$ cat config.mk
export PLATFORM = sky130hd
export DESIGN_NAME = layer_point_hit_test_unit
export DESIGN_NICKNAME = d
export VERILOG_FILES = /design/src/lpht_pkg.sv /design/src/layer_point_hit_test_unit.sv /design/src/lpht_layer_mem.sv /design/src/lpht_match_unit.sv
export SDC_FILE = /design/constraint.sdc
export NUM_CORES = 2
export LEC_CHECK = 0
export CORE_ASPECT_RATIO = 1.4
export CORE_UTILIZATION = 30
export CTS_BUF_LIST = sky130_fd_sc_hd__clkbuf_8
export DETAILED_ROUTE_END_ITERATION = 10
export DONT_BUFFER_PORTS = 1
export GPL_TIMING_DRIVEN = 0
export SLEW_MARGIN = 10
export SYNTH_ARGS = -nofsm -noshare
export SYNTH_HDL_FRONTEND = slang
export SYNTH_HIERARCHICAL = 1
export SYNTH_SLANG_ARGS = --single-unit
$ cat constraint.sdc
create_clock -name clk -period 14.65 [get_ports clk]
set_input_delay 2.1975 -clock clk [delete_from_list [all_inputs] [get_ports clk]]
set_output_delay 2.1975 -clock clk [all_outputs]
set_load 0.01 [all_outputs]
$ cat src/lpht_pkg.sv
// Shared types and constants for the layer point hit test block.
// No dependencies; used by the layer store, the match unit, the top level and the checker.
package lpht_pkg;

    // Default number of layer slots
    localparam int LAYERS_DEF = 32;

    // Operation codes carried on the operation input
    localparam logic OP_WRITE = 1'b0;
    localparam logic OP_QUERY = 1'b1;

    // Field widths fixed by the interface
    localparam int SLOT_W  = 5;
    localparam int COORD_W = 16;
    localparam int SIZE_W  = 13;
    localparam int Z_W     = 16;
    localparam int TAG_W   = 16;

    // One stored layer slot
    typedef struct packed {
        logic               present;
        logic               shown;
        logic               touchable;
        logic               has_tag;
        logic [TAG_W-1:0]   tag;
        logic [Z_W-1:0]     z;
        logic [COORD_W-1:0] x;
        logic [COORD_W-1:0] y;
        logic [SIZE_W-1:0]  w;
        logic [SIZE_W-1:0]  h;
    } layer_entry_t;

endpackage

$ cat src/layer_point_hit_test_unit.sv
// Layer point hit test: a write transaction returns an all-zero result in the next
// cycle; a query transaction scans every slot through the single read port of the
// layer store, one slot per cycle, then folds in the last slot read in a drain
// state and forms the result in a done state, after which the next transaction
// can be taken. The input stalls while a query scans and while a result waits on
// a stalled output. Slots start absent after reset with no clearing pass; writes
// to slots at or beyond LAYERS are dropped.
// Depends on lpht_pkg, lpht_layer_mem and lpht_match_unit.
module layer_point_hit_test_unit #(
    parameter int LAYERS = lpht_pkg::LAYERS_DEF
) (
    input  logic        clk,
    input  logic        rst_n,
    input  logic        in_valid,
    output logic        in_stall,
    input  logic        operation,
    input  logic [4:0]  slot,
    input  logic        present,
    input  logic        shown,
    input  logic        touchable,
    input  logic signed [15:0] coord_x,
    input  logic signed [15:0] coord_y,
    input  logic [12:0] rect_width,
    input  logic [12:0] rect_height,
    input  logic signed [15:0] depth_z,
    input  logic [15:0] tag,
    input  logic        has_tag,
    output logic        out_valid,
    input  logic        out_stall,
    output logic        hit,
    output logic [15:0] hit_tag,
    output logic [4:0]  hit_slot
);

    localparam int IDX_W = (LAYERS > 1) ? $clog2(LAYERS) : 1;
    localparam logic [IDX_W-1:0] LAST_IDX = IDX_W'(LAYERS - 1);

    // Sequencer states
    localparam logic [1:0] S_IDLE  = 2'd0;
    localparam logic [1:0] S_SCAN  = 2'd1;
    localparam logic [1:0] S_DRAIN = 2'd2;
    localparam logic [1:0] S_DONE  = 2'd3;

    logic [1:0]       state_reg, state_next;
    logic [IDX_W-1:0] cnt_reg, cnt_next;
    logic [IDX_W-1:0] rd_idx_reg, rd_idx_next;
    logic             rd_vld_reg, rd_vld_next;
    logic [15:0]      px_reg, px_next;
    logic [15:0]      py_reg, py_next;
    logic             best_found_reg, best_found_next;
    logic [15:0]      best_z_reg, best_z_next;
    logic [IDX_W-1:0] best_slot_reg, best_slot_next;
    logic [15:0]      best_tag_reg, best_tag_next;
    logic             best_has_tag_reg, best_has_tag_next;
    logic             out_valid_reg, out_valid_next;
    logic             hit_reg, hit_next;
    logic [15:0]      hit_tag_reg, hit_tag_next;
    logic [4:0]       hit_slot_reg, hit_slot_next;

    logic                   in_take;
    logic                   wr_en;
    logic [IDX_W-1:0]       wr_addr;
    lpht_pkg::layer_entry_t wr_entry;
    logic                   rd_en;
    lpht_pkg::layer_entry_t rd_entry;
    logic                   take;

    // Input handshake
    assign in_stall = (state_reg != S_IDLE) || (out_valid_reg && out_stall);
    assign in_take  = in_valid && !in_stall;

    // Slot write straight from the accepted transaction
    assign wr_en   = in_take && (operation == lpht_pkg::OP_WRITE) && (32'(slot) < LAYERS);
    assign wr_addr = IDX_W'(slot);

    always_comb
    begin
        wr_entry.present   = present;
        wr_entry.shown     = shown;
        wr_entry.touchable = touchable;
        wr_entry.has_tag   = has_tag;
        wr_entry.tag       = tag;
        wr_entry.z         = depth_z;
        wr_entry.x         = coord_x;
        wr_entry.y         = coord_y;
        wr_entry.w         = rect_width;
        wr_entry.h         = rect_height;
    end

    assign rd_en = (state_reg == S_SCAN);

    lpht_layer_mem #(
        .LAYERS (LAYERS),
        .IDX_W  (IDX_W)
    ) u_mem (
        .clk      (clk),
        .rst_n    (rst_n),
        .wr_en    (wr_en),
        .wr_addr  (wr_addr),
        .wr_entry (wr_entry),
        .rd_en    (rd_en),
        .rd_addr  (cnt_reg),
        .rd_entry (rd_entry)
    );

    lpht_match_unit u_match (
        .entry      (rd_entry),
        .px         (px_reg),
        .py         (py_reg),
        .best_found (best_found_reg),
        .best_z     (best_z_reg),
        .take       (take)
    );

    // Sequencer, best-candidate tracking and result register
    always_comb
    begin
        state_next        = state_reg;
        cnt_next          = cnt_reg;
        rd_idx_next       = rd_idx_reg;
        rd_vld_next       = 1'b0;
        px_next           = px_reg;
        py_next           = py_reg;
        best_found_next   = best_found_reg;
        best_z_next       = best_z_reg;
        best_slot_next    = best_slot_reg;
        best_tag_next     = best_tag_reg;
        best_has_tag_next = best_has_tag_reg;
        out_valid_next    = out_valid_reg;
        hit_next          = hit_reg;
        hit_tag_next      = hit_tag_reg;
        hit_slot_next     = hit_slot_reg;

        // Result taken downstream
        if (out_valid_reg && !out_stall)
        begin
            out_valid_next = 1'b0;
        end

        // Fold the slot read last cycle into the running best
        if (rd_vld_reg && take)
        begin
            best_found_next   = 1'b1;
            best_z_next       = rd_entry.z;
            best_slot_next    = rd_idx_reg;
            best_tag_next     = rd_entry.tag;
            best_has_tag_next = rd_entry.has_tag;
        end

        unique case (state_reg)
            S_IDLE:
            begin
                if (in_take)
                begin
                    if (operation == lpht_pkg::OP_WRITE)
                    begin
                        out_valid_next = 1'b1;
                        hit_next       = 1'b0;
                        hit_tag_next   = '0;
                        hit_slot_next  = '0;
                    end
                    else
                    begin
                        px_next         = coord_x;
                        py_next         = coord_y;
                        cnt_next        = '0;
                        best_found_next = 1'b0;
                        state_next      = S_SCAN;
                    end
                end
            end
            S_SCAN:
            begin
                rd_vld_next = 1'b1;
                rd_idx_next = cnt_reg;
                if (cnt_reg == LAST_IDX)
                begin
                    state_next = S_DRAIN;
                end
                else
                begin
                    cnt_next = cnt_reg + IDX_W'(1);
                end
            end
            S_DRAIN:
            begin
                state_next = S_DONE;
            end
            S_DONE:
            begin
                out_valid_next = 1'b1;
                if (best_found_reg && best_has_tag_reg)
                begin
                    hit_next      = 1'b1;
                    hit_tag_next  = best_tag_reg;
                    hit_slot_next = 5'(best_slot_reg);
                end
                else
                begin
                    hit_next      = 1'b0;
                    hit_tag_next  = '0;
                    hit_slot_next = '0;
                end
                state_next = S_IDLE;
            end
            default:
            begin
                state_next = S_IDLE;
            end
        endcase
    end

    // Control registers
    always_ff @(posedge clk or negedge rst_n)
    begin
        if (!rst_n)
        begin
            state_reg      <= S_IDLE;
            cnt_reg        <= '0;
            rd_vld_reg     <= 1'b0;
            best_found_reg <= 1'b0;
            out_valid_reg  <= 1'b0;
        end
        else
        begin
            state_reg      <= state_next;
            cnt_reg        <= cnt_next;
            rd_vld_reg     <= rd_vld_next;
            best_found_reg <= best_found_next;
            out_valid_reg  <= out_valid_next;
        end
    end

    // Payload registers
    always_ff @(posedge clk)
    begin
        rd_idx_reg       <= rd_idx_next;
        px_reg           <= px_next;
        py_reg           <= py_next;
        best_z_reg       <= best_z_next;
        best_slot_reg    <= best_slot_next;
        best_tag_reg     <= best_tag_next;
        best_has_tag_reg <= best_has_tag_next;
        hit_reg          <= hit_next;
        hit_tag_reg      <= hit_tag_next;
        hit_slot_reg     <= hit_slot_next;
    end

    assign out_valid = out_valid_reg;
    assign hit       = hit_reg;
    assign hit_tag   = hit_tag_reg;
    assign hit_slot  = hit_slot_reg;

endmodule

$ cat src/lpht_layer_mem.sv
// Layer slot store: one write port, one registered read port, per-slot valid bits.
// Depends on lpht_pkg for the entry type.
module lpht_layer_mem #(
    parameter int LAYERS = lpht_pkg::LAYERS_DEF,
    parameter int IDX_W  = 5
) (
    input  logic                 clk,
    input  logic                 rst_n,
    input  logic                 wr_en,
    input  logic [IDX_W-1:0]     wr_addr,
    input  lpht_pkg::layer_entry_t wr_entry,
    input  logic                 rd_en,
    input  logic [IDX_W-1:0]     rd_addr,
    output lpht_pkg::layer_entry_t rd_entry
);

    lpht_pkg::layer_entry_t mem [LAYERS];
    lpht_pkg::layer_entry_t rd_data_reg;
    logic [LAYERS-1:0]      valid_reg;
    logic                   rd_present_reg;

    // Slot contents, no reset; absent slots are masked by the valid bits
    always_ff @(posedge clk)
    begin
        if (wr_en)
        begin
            mem[wr_addr] <= wr_entry;
        end
        if (rd_en)
        begin
            rd_data_reg <= mem[rd_addr];
        end
    end

    // Presence bits, cleared at reset so every slot starts absent
    always_ff @(posedge clk or negedge rst_n)
    begin
        if (!rst_n)
        begin
            valid_reg      <= '0;
            rd_present_reg <= 1'b0;
        end
        else
        begin
            if (wr_en)
            begin
                valid_reg[wr_addr] <= wr_entry.present;
            end
            if (rd_en)
            begin
                rd_present_reg <= valid_reg[rd_addr];
            end
        end
    end

    // Presence comes from the valid bit, the rest from the array
    always_comb
    begin
        rd_entry         = rd_data_reg;
        rd_entry.present = rd_present_reg;
    end

endmodule

$ cat src/lpht_match_unit.sv
// Shared compare unit: tests one layer against the probe point and the current best.
// Depends on lpht_pkg for the entry type and field widths.
module lpht_match_unit (
    input  lpht_pkg::layer_entry_t           entry,
    input  logic [lpht_pkg::COORD_W-1:0]     px,
    input  logic [lpht_pkg::COORD_W-1:0]     py,
    input  logic                             best_found,
    input  logic [lpht_pkg::Z_W-1:0]         best_z,
    output logic                             take
);

    logic signed [17:0] px_e;
    logic signed [17:0] py_e;
    logic signed [17:0] lx_e;
    logic signed [17:0] ty_e;
    logic signed [17:0] rx_e;
    logic signed [17:0] by_e;
    logic               in_x;
    logic               in_y;
    logic               z_ge;
    logic               eligible;

    // Sign-extend edges and point, form the exclusive right/bottom edges
    always_comb
    begin
        px_e = $signed({{2{px[15]}}, px});
        py_e = $signed({{2{py[15]}}, py});
        lx_e = $signed({{2{entry.x[15]}}, entry.x});
        ty_e = $signed({{2{entry.y[15]}}, entry.y});
        rx_e = lx_e + $signed({5'b0, entry.w});
        by_e = ty_e + $signed({5'b0, entry.h});
    end

    // Half-open containment, flags and depth priority (ties go to the later slot)
    always_comb
    begin
        in_x     = (px_e >= lx_e) && (px_e < rx_e);
        in_y     = (py_e >= ty_e) && (py_e < by_e);
        z_ge     = $signed(entry.z) >= $signed(best_z);
        eligible = entry.present && entry.shown && entry.touchable;
        take     = eligible && in_x && in_y && (!best_found || z_ge);
    end

endmodule

==> results.yml <==
timing:
  fin_setup_tns_ns: 0
  period_minus_slack_ns: 6.43
  finClkSkew_ns: 0.0608
  fin_crit_sh_pct: 43.9
  maxSlewViolCount: 0
  fin_ws_ns: 8.22
  rsz0062_at_grt: "no"
  slew_headroom_pct: 6.60
  hold_viol: 0
  fmax_mhz: 156
  hold_slack_ns: 0.420
  setup_violations: 0
  tightest_slew_ns: 1.40
global_routing:
  overflow: 0
  antenna_found_initial: 21
  grt_max_degree: 51
  grt_pass1_wl_um: 465000
  grt_usage_pct: 15.8
  grt_pass1_vias: 61000
synth:
  synth.distinct_cells: 67
  synth.top_cell.area_share_pct: 76.8
  synth_xor_area_share_pct: 0.177
  synth_most_common_cell: "edfxtp_1"
  syn_nets: 5288
  synth_ff_type: "edfxtp_1"
  syn_area_per_cell_sq_um: 24.4
  synthMuxAreaShare_pct: 18.2
  synth_seq_cells: 3209
  ys_async_sr_fraction_pct: 1.34
  synth_compound_area_share_pct: 0.807
  synth_fa_ha_area_share_pct: 1.17
  seq_area_frac_synth_pct: 77.7
  syn_area_sq_um: 124000
  yosys.area.top_type: "edfxtp_1"
  netlist_top_cells_area: "edfxtp_1 (77%), mux4_2 (17%), ha_1 (1.1%)"
  synth_cells: 5069
  synth-edff-count: 3166
  synth_simple_gate_area_share_pct: 0.918
  synth_warnings: 6
  synth_top_family_by_area: "multiplexers"
  ys_top_cells_by_count: "edfxtp_1 (3,166), mux4_2 (930), clkbuf_1 (137)"
cts:
  insertion_delay_ns: 1.06
  numCtsBuffers: 481
  htreeDepth: 5
  clk_path_buf_depth: 4
  ctsHoldBuffers: 0
  cts.sinks: 3209
  clkTransAtPathRegs_ns: 0.07
  cts_tree: "done"
  cts_root_buf: "clkbuf_8"
  post_cts_resized: 0
  post_cts_buffers: 0
route:
  post-route-drc-count: 0
  postRouteAntennaNets: 0
  avgViaCountPerCell: 5.03
  drtIter0Drc: 6358
  dr.pass1.iters: 5
  wl_um: 333000
  num_vias: 58300
  avgRoutedWirePerCell_um: 28.7
place:
  portBuffers: 0
  hpwl_um: 225000
  place_area_sq_um: 135000
  dp.cells: 10700
  pre_cts_slack_ns: 8.49
  gp_congestion: 0.812
critical_path:
  startpoint_type: "flip-flop"
  cp_slowest_stage_delay_ns: 0.84
  cpMaxStageDelayCell: "a2111oi_0"
  crit_buf_inv: 1
  cp-end-kind: "flip-flop"
  path_cells: "ha_1 -> fa_1 -> a211oi_1 -> nor2_1 -> o2111ai_1 -> a21boi_0 -> o21ai_0 -> xnor2_1 -> ha_1 -> a41o_1 -> a2111oi_0 -> o311ai_0 -> mux2i_1 -> nor4b_2 -> and2_2 -> buf_12"
  required_ns: 15.36
  critPathLaunch: "u_mem/rd_entry[0]"
  cp_top_family: "compound AO/OA/AOI/OAI gates"
  r2r-start: "u_mem/rd_entry[0]"
  cpMostUsedCell: "ha_1"
  crit_fanout: 23
  path_class: "reg -> reg"
  arrival_ns: 7.14
layout:
  fin_area_sq_um: 144000
  fin_cells: 11600
  post-route-util_pct: 35.1
  nNetsFinal: 5967
  multi_input_area_sq_um: 26600
  ff_latch_area_sq_um: 96100
  area_growth_pct: 16.4
  nFillCells: 37300
  drive_above_1_share_pct: 32.1
  largest_register_ffs: 2976
min_path:
  min_from: "u_mem/rd_entry[81]"
  hp-class: "reg -> reg"
die:
  dieArea_sq_um: 415000
  die_w_um: 545
  ios: 128
  die_h_um: 762
  core.rowCount: 278
  start_util_pct: 30.2
  core-area_sq_um: 410000
pwr:
  power.density_nw_per_um2: 163
  cellLeakagePower_nw: 44.5
  design_power_total_mw: 23.5
  peakVddDrop_mv: 0.106
outcome:
  status: "completed"
run:
  maxCapViolations: 0
logic make-up after synthesis:
logic type,count (synthesis)
adders and majority gates,115
AOI/OAI and AO/OA,142
and+or+nand+nor,215
DFF,3209
muxes,1073
buffers and inverters,290
xor gates and xnor gates,25
report_power, final:
group | switching [mW] | internal [mW] | total, mW
clock | 3.42 | 3.43 | 6.85
combinational | 3.26 | 2.77 | 6.03
sequential | 0.190 | 10.4 | 10.6
total | 6.87 | 16.6 | 23.5
per-layer routing:
metal / track usage [%] / wire (um) / part of all wire [%] / vias up
met5: 0 / 39 / 0.012 / -
met4: 4.71 / 9490 / 2.8 / 6
met3: 3.82 / 28600 / 8.6 / 520
met2: 27.8 / 173000 / 52 / 2440
met1: 19.1 / 122000 / 37 / 32000
li1: - / - / - / 23300
layout by cell type, fill, tap and decap left out, types with 30 or more instances in the layout:
cell type,synthesis,routed
a21oi_1,30,30
buf_12,0,145
buf_16,0,49
buf_2,62,63
clkbuf_1,137,118
clkbuf_8,0,495
clkinv_1,0,124
clkinv_2,0,64
dfrtp_1,43,43
edfxtp_1,3166,3166
ha_1,113,112
inv_1,61,207
mux2_1,34,34
mux2_2,94,94
mux4_2,930,930
nor2_4,0,33
worst paths after layout:
| path | end | slack, ns | depth (start not counted) |
|---|---|---|---|
| worst max-delay path | best_tag_reg[2] | 8.22 | 16 |
| worst min-delay path | best_tag_reg[7] | 0.42 | 0 |
| worst max register to register | best_tag_reg[2] | 8.22 | 16 |
| worst min register to register | best_tag_reg[7] | 0.42 | 0 |
| max in group asynchronous | u_mem/valid_reg[28] | 13.60 | 0 |
| min in group asynchronous | best_found_reg | 0.86 | 0 |
worst register-to-register path, cell delays in order (launching register included):
cell       delay, ns
edfxtp_1        0.53
ha_1            0.30
fa_1            0.43
a211oi_1        0.22
nor2_1          0.13
o2111ai_1       0.31
a21boi_0        0.18
o21ai_0         0.23
xnor2_1         0.16
ha_1            0.28
a41o_1          0.18
a2111oi_0       0.84
o311ai_0        0.55
mux2i_1         0.26
nor4b_2         0.61
and2_2          0.60
buf_12          0.26
area by class of cell:
cell class / count / share of cell area [%]
Buffer: 228 / 0.741
Sequential cell: 3209 / 66.7
Antenna cell: 13 / 0.0226
Tap cell: 5460 / 4.74
Clock inverter: 374 / 1.42
Inverter: 62 / 0.162
Multi-Input combinational cell: 1570 / 18.5
Timing Repair Buffer: 196 / 2.97
Clock buffer: 495 / 4.73
Note: power is estimated with default switching activity, not from simulation.
